--- config.mk ---
export PLATFORM = sky130hd
export DESIGN_NAME = request_reply_slot_ring_top
export DESIGN_NICKNAME = d
export VERILOG_FILES = /design/src/sv/rrsr_pkg.sv /design/src/sv/rrsr_ram.sv /design/src/sv/rrsr_store.sv /design/src/sv/rrsr_ctrl.sv /design/src/sv/request_reply_slot_ring_top.sv
export SDC_FILE = /design/constraint.sdc
export NUM_CORES = 1
export LEC_CHECK = 0
export ABC_AREA = 1
export BUFFER_PORTS_ARGS = -buffer_cell sky130_fd_sc_hd__buf_4
export CORE_UTILIZATION = 55
export DETAILED_ROUTE_END_ITERATION = 16
export GPL_ROUTABILITY_DRIVEN = 1
export PLACE_DENSITY = 0.82
export SYNTH_ARGS = -nofsm -noshare
export SYNTH_HDL_FRONTEND = slang
export SYNTH_SLANG_ARGS = --single-unit
--- constraint.sdc ---
create_clock -name clk -period 2.2 [get_ports clk]
set_input_delay 0 -clock clk [delete_from_list [all_inputs] [get_ports clk]]
set_output_delay 0 -clock clk [all_outputs]
set_load 0.005 [all_outputs]
--- src/sv/rrsr_pkg.sv ---
// Shared types, constants and helpers for the request/reply slot ring.
// Used by every module of the block but rrsr_ram, and by its checker; depends on nothing.
package rrsr_pkg;

  localparam int SLOTS  = 16;
  localparam int PTR_W  = (SLOTS > 1) ? $clog2(SLOTS) : 1;
  localparam int CNT_W  = $clog2(SLOTS + 1);
  localparam int FUNC_W = 3;
  localparam int SLOT_W = 4;
  localparam int OCC_W  = 5;

  typedef logic [PTR_W-1:0]  ptr_t;
  typedef logic [CNT_W-1:0]  cnt_t;
  typedef logic [SLOT_W-1:0] slot_t;
  typedef logic [OCC_W-1:0]  occ_t;

  typedef enum logic [FUNC_W-1:0] {
    FN_ALLOC   = 3'd0,
    FN_READY   = 3'd1,
    FN_TAKE    = 3'd2,
    FN_REPLIED = 3'd3,
    FN_POLL    = 3'd4,
    FN_DONE    = 3'd5
  } func_t;

  typedef enum logic [1:0] {
    ST_EMPTY     = 2'd0,
    ST_UNHANDLED = 2'd1,
    ST_REPLIED   = 2'd2,
    ST_DONE      = 2'd3
  } status_t;

  typedef enum logic [1:0] {
    RC_OK    = 2'd0,
    RC_FULL  = 2'd1,
    RC_NONE  = 2'd2,
    RC_STATE = 2'd3
  } rc_t;

  typedef struct packed {
    logic [FUNC_W-1:0] func;
    slot_t             slot_index;
  } in_req_t;

  typedef struct packed {
    logic [1:0] result_code;
    slot_t      granted_slot;
    logic       reply_present;
    occ_t       occupancy;
    occ_t       freed_count;
  } res_t;

  typedef struct packed {
    logic    rd_en;
    ptr_t    rd_addr;
    logic    wr_en;
    ptr_t    wr_addr;
    status_t wr_data;
  } st_req_t;

  function automatic ptr_t ring_next(input ptr_t p);
    ring_next = (p == ptr_t'(SLOTS - 1)) ? ptr_t'(0) : ptr_t'(p + ptr_t'(1));
  endfunction

endpackage

--- src/sv/rrsr_ram.sv ---
// Generic single-write, single-read RAM with registered read data.
// Standalone; no package dependency.
module rrsr_ram #(
  parameter int WIDTH = 2,
  parameter int DEPTH = 16
) (
  input  logic                             clk,
  input  logic                             wr_en,
  input  logic [$clog2(DEPTH > 1 ? DEPTH : 2)-1:0] wr_addr,
  input  logic [WIDTH-1:0]                 wr_data,
  input  logic                             rd_en,
  input  logic [$clog2(DEPTH > 1 ? DEPTH : 2)-1:0] rd_addr,
  output logic [WIDTH-1:0]                 rd_data
);

  logic [WIDTH-1:0] mem [DEPTH];
  logic [WIDTH-1:0] rd_data_r;

  always_ff @(posedge clk) begin
    if (wr_en) begin
      mem[wr_addr] <= wr_data;
    end
    if (rd_en) begin
      rd_data_r <= mem[rd_addr];
    end
  end

  assign rd_data = rd_data_r;

endmodule

--- src/sv/rrsr_store.sv ---
// Slot status store: RAM plus per-slot valid bits so unwritten slots read empty.
// Depends on rrsr_pkg and rrsr_ram.
module rrsr_store (
  input  logic               clk,
  input  logic               rst_n,
  input  rrsr_pkg::st_req_t  st_req,
  output rrsr_pkg::status_t  rd_status
);

  logic [rrsr_pkg::SLOTS-1:0] valid_r;
  logic                       rd_vld_r;
  logic [1:0]                 ram_q;

  rrsr_ram #(
    .WIDTH (2),
    .DEPTH (rrsr_pkg::SLOTS)
  ) u_ram (
    .clk     (clk),
    .wr_en   (st_req.wr_en),
    .wr_addr (st_req.wr_addr),
    .wr_data (st_req.wr_data),
    .rd_en   (st_req.rd_en),
    .rd_addr (st_req.rd_addr),
    .rd_data (ram_q)
  );

  always_ff @(posedge clk) begin
    if (!rst_n) begin
      valid_r  <= '0;
      rd_vld_r <= 1'b0;
    end else begin
      if (st_req.wr_en) begin
        valid_r[st_req.wr_addr] <= 1'b1;
      end
      if (st_req.rd_en) begin
        rd_vld_r <= valid_r[st_req.rd_addr];
      end
    end
  end

  assign rd_status = rd_vld_r ? rrsr_pkg::status_t'(ram_q) : rrsr_pkg::ST_EMPTY;

endmodule

--- src/sv/rrsr_ctrl.sv ---
// Sequencer for the slot ring: pointers, occupancy, status checks, reclaim walk
// and the result register. Depends on rrsr_pkg; drives the status store.
module rrsr_ctrl (
  input  logic               clk,
  input  logic               rst_n,
  input  logic               in_valid,
  output logic               in_ready,
  input  rrsr_pkg::in_req_t  in_data,
  output logic               out_valid,
  input  logic               out_ready,
  output rrsr_pkg::res_t     out_data,
  output rrsr_pkg::st_req_t  st_req,
  input  rrsr_pkg::status_t  rd_status
);

  typedef enum logic [2:0] {
    S_IDLE,
    S_EVAL,
    S_WALK_RD,
    S_WALK,
    S_HOLD
  } state_t;

  state_t             state_r, state_nxt;
  rrsr_pkg::in_req_t  req_r, req_nxt;
  rrsr_pkg::ptr_t     alloc_ptr_r, alloc_ptr_nxt;
  rrsr_pkg::ptr_t     take_ptr_r, take_ptr_nxt;
  rrsr_pkg::ptr_t     reclaim_ptr_r, reclaim_ptr_nxt;
  rrsr_pkg::cnt_t     used_r, used_nxt;
  rrsr_pkg::cnt_t     freed_r, freed_nxt;
  rrsr_pkg::res_t     res_r, res_nxt;
  logic               out_valid_r, out_valid_nxt;
  rrsr_pkg::res_t     out_data_r, out_data_nxt;
  logic               idx_ok;
  logic               full;
  rrsr_pkg::ptr_t     idx_ptr;
  rrsr_pkg::ptr_t     in_ptr;

  assign in_ready  = (state_r == S_IDLE);
  assign out_valid = out_valid_r;
  assign out_data  = out_data_r;

  assign idx_ok  = 32'(req_r.slot_index) < 32'(rrsr_pkg::SLOTS);
  assign full    = used_r >= rrsr_pkg::cnt_t'(rrsr_pkg::SLOTS);
  assign idx_ptr = rrsr_pkg::ptr_t'(req_r.slot_index);
  assign in_ptr  = rrsr_pkg::ptr_t'(in_data.slot_index);

  always_comb begin
    state_nxt       = state_r;
    req_nxt         = req_r;
    alloc_ptr_nxt   = alloc_ptr_r;
    take_ptr_nxt    = take_ptr_r;
    reclaim_ptr_nxt = reclaim_ptr_r;
    used_nxt        = used_r;
    freed_nxt       = freed_r;
    res_nxt         = res_r;
    out_valid_nxt   = out_valid_r;
    out_data_nxt    = out_data_r;
    st_req          = '0;

    if (out_valid_r && out_ready) begin
      out_valid_nxt = 1'b0;
    end

    unique case (state_r)
      S_IDLE: begin
        if (in_valid) begin
          req_nxt      = in_data;
          freed_nxt    = '0;
          st_req.rd_en = 1'b1;
          priority if (in_data.func == rrsr_pkg::FN_ALLOC) begin
            st_req.rd_addr = alloc_ptr_r;
          end else if (in_data.func == rrsr_pkg::FN_TAKE) begin
            st_req.rd_addr = take_ptr_r;
          end else begin
            st_req.rd_addr = in_ptr;
          end
          state_nxt = S_EVAL;
        end
      end

      S_EVAL: begin
        res_nxt.result_code   = rrsr_pkg::RC_OK;
        res_nxt.granted_slot  = '0;
        res_nxt.reply_present = 1'b0;
        res_nxt.freed_count   = '0;
        state_nxt             = S_HOLD;
        unique case (req_r.func)
          rrsr_pkg::FN_ALLOC: begin
            if (full) begin
              res_nxt.result_code = rrsr_pkg::RC_FULL;
            end else if (rd_status != rrsr_pkg::ST_EMPTY) begin
              res_nxt.result_code = rrsr_pkg::RC_STATE;
            end else begin
              res_nxt.granted_slot = rrsr_pkg::slot_t'(alloc_ptr_r);
              alloc_ptr_nxt        = rrsr_pkg::ring_next(alloc_ptr_r);
              used_nxt             = used_r + rrsr_pkg::cnt_t'(1);
            end
          end
          rrsr_pkg::FN_READY: begin
            if (!idx_ok || rd_status != rrsr_pkg::ST_EMPTY) begin
              res_nxt.result_code = rrsr_pkg::RC_STATE;
            end else begin
              st_req.wr_en   = 1'b1;
              st_req.wr_addr = idx_ptr;
              st_req.wr_data = rrsr_pkg::ST_UNHANDLED;
            end
          end
          rrsr_pkg::FN_TAKE: begin
            if (rd_status == rrsr_pkg::ST_UNHANDLED) begin
              res_nxt.granted_slot = rrsr_pkg::slot_t'(take_ptr_r);
              take_ptr_nxt         = rrsr_pkg::ring_next(take_ptr_r);
            end else if (rd_status == rrsr_pkg::ST_EMPTY) begin
              res_nxt.result_code = rrsr_pkg::RC_NONE;
            end else begin
              res_nxt.result_code = rrsr_pkg::RC_STATE;
            end
          end
          rrsr_pkg::FN_REPLIED: begin
            if (!idx_ok || rd_status != rrsr_pkg::ST_UNHANDLED) begin
              res_nxt.result_code = rrsr_pkg::RC_STATE;
            end else begin
              st_req.wr_en   = 1'b1;
              st_req.wr_addr = idx_ptr;
              st_req.wr_data = rrsr_pkg::ST_REPLIED;
            end
          end
          rrsr_pkg::FN_POLL: begin
            if (!idx_ok) begin
              res_nxt.result_code = rrsr_pkg::RC_STATE;
            end else begin
              res_nxt.reply_present = (rd_status == rrsr_pkg::ST_REPLIED);
            end
          end
          rrsr_pkg::FN_DONE: begin
            if (!idx_ok || rd_status != rrsr_pkg::ST_REPLIED) begin
              res_nxt.result_code = rrsr_pkg::RC_STATE;
            end else begin
              st_req.wr_en   = 1'b1;
              st_req.wr_addr = idx_ptr;
              st_req.wr_data = rrsr_pkg::ST_DONE;
              state_nxt      = S_WALK_RD;
            end
          end
          default: begin
            res_nxt.result_code = rrsr_pkg::RC_STATE;
          end
        endcase
        res_nxt.occupancy = rrsr_pkg::occ_t'(used_nxt);
      end

      S_WALK_RD: begin
        st_req.rd_en   = 1'b1;
        st_req.rd_addr = reclaim_ptr_r;
        state_nxt      = S_WALK;
      end

      S_WALK: begin
        if (used_r != '0 && rd_status == rrsr_pkg::ST_DONE) begin
          st_req.wr_en    = 1'b1;
          st_req.wr_addr  = reclaim_ptr_r;
          st_req.wr_data  = rrsr_pkg::ST_EMPTY;
          reclaim_ptr_nxt = rrsr_pkg::ring_next(reclaim_ptr_r);
          st_req.rd_en    = 1'b1;
          st_req.rd_addr  = rrsr_pkg::ring_next(reclaim_ptr_r);
          used_nxt        = used_r - rrsr_pkg::cnt_t'(1);
          freed_nxt       = freed_r + rrsr_pkg::cnt_t'(1);
        end else begin
          res_nxt.occupancy   = rrsr_pkg::occ_t'(used_r);
          res_nxt.freed_count = rrsr_pkg::occ_t'(freed_r);
          state_nxt           = S_HOLD;
        end
      end

      S_HOLD: begin
        if (!out_valid_r || out_ready) begin
          out_valid_nxt = 1'b1;
          out_data_nxt  = res_r;
          state_nxt     = S_IDLE;
        end
      end

      default: begin
        state_nxt = S_IDLE;
      end
    endcase
  end

  always_ff @(posedge clk) begin
    if (!rst_n) begin
      state_r       <= S_IDLE;
      alloc_ptr_r   <= '0;
      take_ptr_r    <= '0;
      reclaim_ptr_r <= '0;
      used_r        <= '0;
      out_valid_r   <= 1'b0;
    end else begin
      state_r       <= state_nxt;
      alloc_ptr_r   <= alloc_ptr_nxt;
      take_ptr_r    <= take_ptr_nxt;
      reclaim_ptr_r <= reclaim_ptr_nxt;
      used_r        <= used_nxt;
      out_valid_r   <= out_valid_nxt;
    end
    req_r      <= req_nxt;
    freed_r    <= freed_nxt;
    res_r      <= res_nxt;
    out_data_r <= out_data_nxt;
  end

endmodule

--- src/sv/request_reply_slot_ring_top.sv ---
// Top level of the request/reply slot ring: sequencer plus slot status store.
// Depends on rrsr_pkg, rrsr_ctrl, rrsr_store (and rrsr_ram below it).
//
// A ring of SLOTS request slots driven by one operation per request (allocate,
// mark ready, take, mark replied, poll, mark done), one result per request.
// Slot status lives in a small RAM with one read and one write port. Every
// operation reads one status, checks it in the sequencer and writes back at
// most one entry; a mark done that succeeds then runs the reclaim walk, which
// reads and frees one slot per cycle through the same RAM ports. Every request
// is accepted and read, then checked, then its result is loaded into the result
// register. A new request is accepted only while the sequencer is idle; a
// finished result waiting in the output register does not block acceptance.
// Slot status resets to empty through per-slot valid bits, so no clearing
// pass is needed.
module request_reply_slot_ring_top (
  input  logic               clk,
  input  logic               rst_n,
  input  logic               in_valid,
  output logic               in_ready,
  input  rrsr_pkg::in_req_t  in_data,
  output logic               out_valid,
  input  logic               out_ready,
  output rrsr_pkg::res_t     out_data
);

  rrsr_pkg::st_req_t st_req;
  rrsr_pkg::status_t rd_status;

  rrsr_ctrl u_ctrl (
    .clk       (clk),
    .rst_n     (rst_n),
    .in_valid  (in_valid),
    .in_ready  (in_ready),
    .in_data   (in_data),
    .out_valid (out_valid),
    .out_ready (out_ready),
    .out_data  (out_data),
    .st_req    (st_req),
    .rd_status (rd_status)
  );

  rrsr_store u_store (
    .clk       (clk),
    .rst_n     (rst_n),
    .st_req    (st_req),
    .rd_status (rd_status)
  );

endmodule

==> summary.md, run 1 <==
| Metric | Value |
|---|---|
| Chip Width | a little over 100 um |
| Syn Area/Cell | 9.623 sq um |
| Worst hold path class | in -> reg |
| Final WL | approximately 14 mm |
| Diode count | 0 |
| #FFs+latches synth | around 120 |
| Cell count after synthesis | between 500 and 600 |
| Clock Latency Late Sink | between 500 and 600 ps |
| Register area share after synthesis | 0.5870 |
| Slew at the pin closest to its max-slew limit | 516.2 ps |
| Antenna violations before repair | 0 |
| DPL Wire Length | approximately 8.4 mm |
| Num CTS Buffers | 17 |
| Fin crit period | approximately 2300 ps |
| F_max | around 430 MHz |
| Tcrit/Tclk final | 1.057 |
| CP endpoint kind | register |
| Non-Filler Instances | slightly below 800 |
| CTS tree | built |
| Critical path cell sequence | buf_4 -> inv_1 -> nor3_2 -> a21oi_4 -> a21oi_4 -> buf_4 -> a21boi_4 -> inv_4 -> nand2_2 -> inv_1 -> nand2_2 -> inv_2 |
| Clk root buf | clkbuf_8 |
| Area Overhead vs Synth | 30.11% |
| IO Port Bufs | 29 |
| CTS clk-pin slew, worst paths | roughly 60 ps |
| Die Y-Extent | 101.0 um |
| Core area | roughly 9400 sq um |
| Final Power | between 6000 and 7000 uW |
| Yosys warning count | 0 |
| Post-synth top area cell | edfxtp_1 |
| Max transition margin | 0.6559 |
| Final Setup Violations | 20 |
| Skew final | ~14 ps |
| Post-synth top area share | 0.4458 |
| Final instance area | around 7000 sq um |
| # placed instances | 729 |
| Vias in the first global route | approximately 4400 |
| WP data arrival | 2550 ps |
| Clk buf depth | 2 |
| Crit path max fanout | 5 |
| CP Class | reg -> reg |
| Maximum vdd drop | 0.6121 mV |
| Global route overflow | 0 |
| Via count | between 4000 and 5000 |
| Crit-path slowest cell | edfxtp_1 |
| Nets@finish | ~660 |
| Post-place setup slack | -48.39 ps |
| RSZ-0062 raised after global routing | yes |
| Synth top area cells | edfxtp_1 (45%), dfxtp_1 (14%), inv_1 (5.9%) |
| I/O pins | 30 |
| Drt pass-1 iters | 5 |
| Slew Viols, Final | 0 |
| Max-cap viol count | 0 |
| Violated checks | negative setup slack |
| Main synth FF type | edfxtp_1 |
| Vias per cell | around 6 |
| Starting Density | 0.5750 |
| Post-DP Area | around 5900 sq um |
| Final WS setup | -124.9 ps |
| Total negative slack | -1305 ps |
| Post-Synthesis Net Count | 578 |
| Sink Count | ~120 |
| Pleak | 0.002793 uW |
| Largest net degree at the start of global routing | 25 |
| Cell Rows | 35 |
| Post-synth EDFFs | 80 |
| Status | complete, but fails checks |
| Power per cell area | about 860 nW/um^2 |
| Detailed Route Iter0 Violations | a little under 400 |
| First-pass GRT wire length | approximately 21 mm |
| H-tree Lvls | 4 |
| Critical Path Source Type | register |
| Die Footprint | between 10000 and 15000 sq um |
| DR DRC count | 0 |
| Worst Path Required | about 2400 ps |
| Layout cells sized above 1 | 0.2762 |
| Hold Fails Final Rpt | 0 |
| Synthesized area | ~5400 sq um |
| Per-cell routed wire length | about 18 um |
| Count of cell types in the netlist | 38 |
| Largest stage delay, worst path | 430 ps |
| Gpl congestion | around 0.95 |
| Total global-route track usage | 0.2740 |
| Synth async-reset ratio | 0 |
| R2R setup slack | -120 ps |
| Post-route ant nets | 0 |
==> cell usage in the layout (no fill, tap or decap), types with 10 or more instances in the layout <==
cell type,Yosys,final
dlygate4sd3_1,0,10
clkbuf_16,0,17
inv_2,8,13
nor3_1,11,10
nand4_1,10,10
nand2_2,5,14
nand3_1,37,34
dfxtp_1,38,34
o21ai_0,37,35
nor2_1,64,55
nand2_1,71,59
buf_4,3,61
edfxtp_1,80,80
a21oi_1,30,30
inv_1,84,75
o211ai_1,16,16
==> worst paths after layout <==
check	startpoint	to	cells past startpoint
worst max-delay path	u_ctrl.req_r[5]$_DFFE_PP_	u_store.u_ram.mem[13][0]$_DFFE_PP_	12
worst min-delay path	in_data[2]	u_ctrl.idx_ptr[2]$_DFFE_PP_	2
worst max register to register	u_ctrl.req_r[5]$_DFFE_PP_	u_store.u_ram.mem[13][0]$_DFFE_PP_	12
worst min register to register	u_ctrl.res_r[0]$_SDFFCE_PP0P_	u_ctrl.out_data[0]$_DFFE_PP_	0
==> synthesized netlist by cell type (all sizes together), types with 2 or more instances <==
library cell	n
o22ai	4
nand4	10
inv	92
ha	7
nor3	14
buf	7
o21ai	38
xor2	3
or2	9
dfxtp	38
nand3	41
o2111ai	2
o211ai	16
a31oi	3
clkbuf	4
edfxtp	80
a221oi	2
nand2	76
nand3b	3
clkinv	2
a21oi	34
nor2	71
==> per-stage QoR <==
step / util / hold slack (ps)
after floorplan: - / 98.87
after global placement: 0.6263 / 192.2
after detailed placement: 0.6263 / 190.3
after CTS: 0.7122 / 208.9
after global routing: 0.7482 / 213.7
final: 0.7482 / 214.6
==> per-layer routing <==
| metal | track usage | vias up | wire length [um] |
|---|---|---|---|
| met1 | 0.3149 | 2137 | 5378 |
| met4 | 0.1483 | 0 | 677 |
| li1 | - | 2085 | - |
| met3 | 0.07143 | 77 | 1101 |
| met2 | 0.4684 | 316 | 7182 |
| met5 | 0 | - | 0 |
==> cells by family after synthesis <==
kind of cell | Yosys count | share of synthesized area
simple gates | 224 | 0.1964
fa+ha+maj | 7 | 0.01625
compound gates | 103 | 0.1182
flops | 118 | 0.5870
buf+inv | 105 | 0.07731
xor+xnor | 3 | 0.004877
==> layout make-up <==
class                   count  area, sq um
clock buffers              18        417.9
clock inverters            14        249.0
fillers                   604         2360
inverters                  94        372.9
multi-input cells         338         1994
flip-flops and latches    118         3173
well taps                 129        161.4
repair buffers             75        629.4
repair inverters            2        13.76
==> where the power goes <==
part	internal (uW)	total [uW]	switching, uW
Clock	2090	3140	1050
Combinational	160	427	267
Sequential	2420	2450	36.0
==> critical path: cells and delay by family, from the launching register on <==
family | cells | cell delay [ps]
buf+inv | 6 | 760
flops | 1 | 430
simple gates | 3 | 410
compound gates | 3 | 420
==> flip-flops by register name (all words and copies together), names as in the netlist <==
| name | flops |
|---|---|
| u_ctrl.used_r | 5 |
| u_ctrl.alloc_ptr_r | 4 |
| u_store.valid_r | 16 |
| u_ctrl.idx_ptr | 4 |
| u_ctrl.out_data | 17 |
| u_ctrl.reclaim_ptr_r | 4 |
| u_ctrl.freed_r | 5 |
| u_ctrl.state_r | 3 |
| u_store.u_ram.rd_data | 2 |
| u_ctrl.take_ptr_r | 4 |
| u_store.u_ram.mem | 32 |
| u_ctrl.res_r | 17 |
| u_store.rd_vld_r | 1 |
| u_ctrl.req_r | 3 |
| u_ctrl.out_valid | 1 |
==> repair_timing <==
item	in CTS	in global routing
gates resized for setup	6	66
gates cloned	0	4
endpoints found under the setup margin	22	42
hold buffers	10	0
hold endpoints to repair	24	0
pin swaps	1	14
setup buffers	2	11
No activity file was read; power rests on OpenSTA's default activity.
==> inputs of run 2 (changes only) <==
Settings changed: CORE_MARGIN set to 5.
==> summary.md, run 2 (synthesis results as in run 1) <==
| Metric | Value |
|---|---|
| Area taken by multi-input logic gates | roughly 2000 sq um |
| DPL Wire Length | about 8.7 mm |
| Post-route ant nets | 0 |
| Gate power share | 0.081 |
| Diode count | 0 |
| Hold Startpoint | in_data[3] |
| Commonest non-fill, non-tap cell in the layout | edfxtp_1 |
| Clk buf depth | 2 |
| Internal power | between 4000 and 5000 uW |
| Number of fill cells | about 640 |
| Sink Count | about 120 |
| Num CTS Buffers | 17 |
| Global route overflow | 0 |
| Pleak | ~0.0028 uW |
| Slew Viols, Final | 0 |
| Total global-route track usage | 0.2241 |
| Clk root buf | clkbuf_8 |
| Final Setup Violations | 2 |
| Power per cell area | 786.5 nW/um^2 |
| Vias in the first global route | between 4000 and 5000 |
| Reg power frac | 0.448 |
| DR DRC count | 0 |
| Nets@finish | 674 |
| Total negative slack | -85.47 ps |
| Critical path launch point | u_ctrl.used_r[0]$_SDFFE_PN0P_ |
| Largest net degree at the start of global routing | 20 |
| Most frequent cells in the layout | edfxtp_1 (80), inv_1 (78), buf_4 (72) |
| Non-Filler Instances | 802 |
| Clock Latency Late Sink | approximately 520 ps |
| RSZ-0062 raised after global routing | yes |
| WP data arrival | between 2000 and 3000 ps |
| First-pass GRT wire length | 20.13 mm |
| CP Class | reg -> reg |
| Critical path cell sequence | inv_2 -> ha_2 -> inv_2 -> nor2_2 -> a21oi_4 -> nand3_2 -> nand3_4 -> clkinvlp_4 -> buf_12 -> o211ai_1 -> o211ai_1 -> nand3_1 -> nand2_1 |
| Hold Fails Final Rpt | 0 |
| Switching part of the total power | 0.2317 |
| Worst r2r src | u_ctrl.used_r[0]$_SDFFE_PN0P_ |
| Final WL | around 14 mm |
| Chip Width | between 100 and 150 um |
| Layout cells sized above 1 | 0.2691 |
| Largest register FFs | 32 |
| CTS clk-pin slew, worst paths | about 60 ps |
| Cell Rows | 36 |
| Slew at the pin closest to its max-slew limit | ~800 ps |
| Top reg by flops | u_store.u_ram.mem |
| Largest stage delay, worst path | ~330 ps |
| Status | complete, but fails checks |
| Antenna violations before repair | 0 |
| Area Overhead vs Synth | 29.25% |
| Crit path max fanout | 8 |
| # placed instances | 741 |
| Fin crit period | about 2300 ps |
| Starting Density | 0.5565 |
| Detailed Route Iter0 Violations | roughly 380 |
| P_sw | 1270 uW |
| Gpl congestion | between 0.9 and 1 |
| Drt pass-1 iters | 6 |
| I/O pins | 30 |
| Tcrit/Tclk final | 1.035 |
| Maximum vdd drop | between 0.5 and 0.6 mV |
| Worst Path Required | about 2500 ps |
| Clock share of power | 0.471 |
| Skew final | around 9 ps |
| R2R setup slack | -80 ps |
| Die Y-Extent | about 110 um |
| H-tree Lvls | 4 |
| CTS tree | built |
| Critical Path Source Type | register |
| Core area | 9684 sq um |
| IO Port Bufs | 29 |
| Max-cap viol count | 0 |
| Max transition margin | 0.4658 |
| Per-cell routed wire length | roughly 17 um |
| Vias per cell | roughly 5.7 |
| Worst hold path class | in -> reg |
| Final core utilization | 0.7193 |
| CP endpoint kind | register |
| Final WS setup | -77.92 ps |
| Crit-path slowest cell | dfxtp_2 |
| Register area | 3168 sq um |
| Violated checks | negative setup slack |
| Via count | 4550 |
| Die Footprint | about 12000 sq um |
| F_max | 439.0 MHz |
==> run 2: cell count changes in the layout (fill, tap and decap cells not counted), moves of 3 or more <==
| cell | previous run | this run |
|---|---|---|
| nand3_1 | 34 | 31 |
| buf_4 | 61 | 72 |
| bufinv_16 | 6 | 2 |
| clkinv_2 | 0 | 4 |
| nand2_1 | 59 | 66 |
| nand2_2 | 14 | 9 |
| inv_1 | 75 | 78 |
==> run 2: what timing repair did <==
action	in CTS	in global routing
cloned	0	2
setup buffers	0	17
hold buffers	10	0
setup endpoints to repair	26	39
gates resized for setup	3	48
endpoints found under the hold margin	21	0
pin swaps	0	14
==> run 2: final timing paths <==
| kind | endpoint | cells past startpoint |
|---|---|---|
| max | u_store.u_ram.rd_data[1]$_DFFE_PP_ | 13 |
| min | u_ctrl.idx_ptr[3]$_DFFE_PP_ | 2 |
| max reg2reg | u_store.u_ram.rd_data[1]$_DFFE_PP_ | 13 |
| min reg2reg | u_ctrl.out_data[8]$_DFFE_PP_ | 0 |
==> run 2: layout make-up <==
cell class,count,area share
tap,133,0.02389
sequential,118,0.4548
clock buffer,20,0.06107
multi-input combinational,338,0.2833
inverter,94,0.05227
timing repair buffer,87,0.1058
clock inverter,12,0.01886
==> run 2: power by group through the flow <==
stage | Clock [uW] | Sequential, uW | Combinational [uW]
floorplan | 0 | 2490 | 224
global placement | 0 | 2490 | 326
detailed placement | 0 | 2500 | 339
CTS | 2600 | 2450 | 362
global route | 2730 | 2460 | 481
finish | 2580 | 2450 | 444
==> run 2: layer usage <==
metal | routed length [um] | GRT usage | vias to the layer above
met5 | 0 | 0 | -
met3 | 1046 | 0.05329 | 69
met4 | 690 | 0.1289 | 0
met2 | 7094 | 0.3947 | 269
met1 | 5091 | 0.2455 | 2097
li1 | - | - | 2115
==> run 2: critical path: cells and delay by family (launching register included) <==
family | cells | cell delay (ps)
compound gates | 3 | 650
fa+ha+maj | 1 | 170
simple gates | 5 | 520
buf+inv | 4 | 360
flops | 1 | 330
==> run 2: metrics by stage <==
step,power (uW),hold slack (ps),cell area (sq um),setup WS (ps)
after detailed placement,2835,192.5,5934,-85.79
after global routing,5665,210.6,6965,-176.8
after global placement,2818,190.0,5934,29.50
final,5478,206.3,6965,-77.92
after floorplan,2712,98.87,5389,72.26
after CTS,5414,198.3,6604,4.271
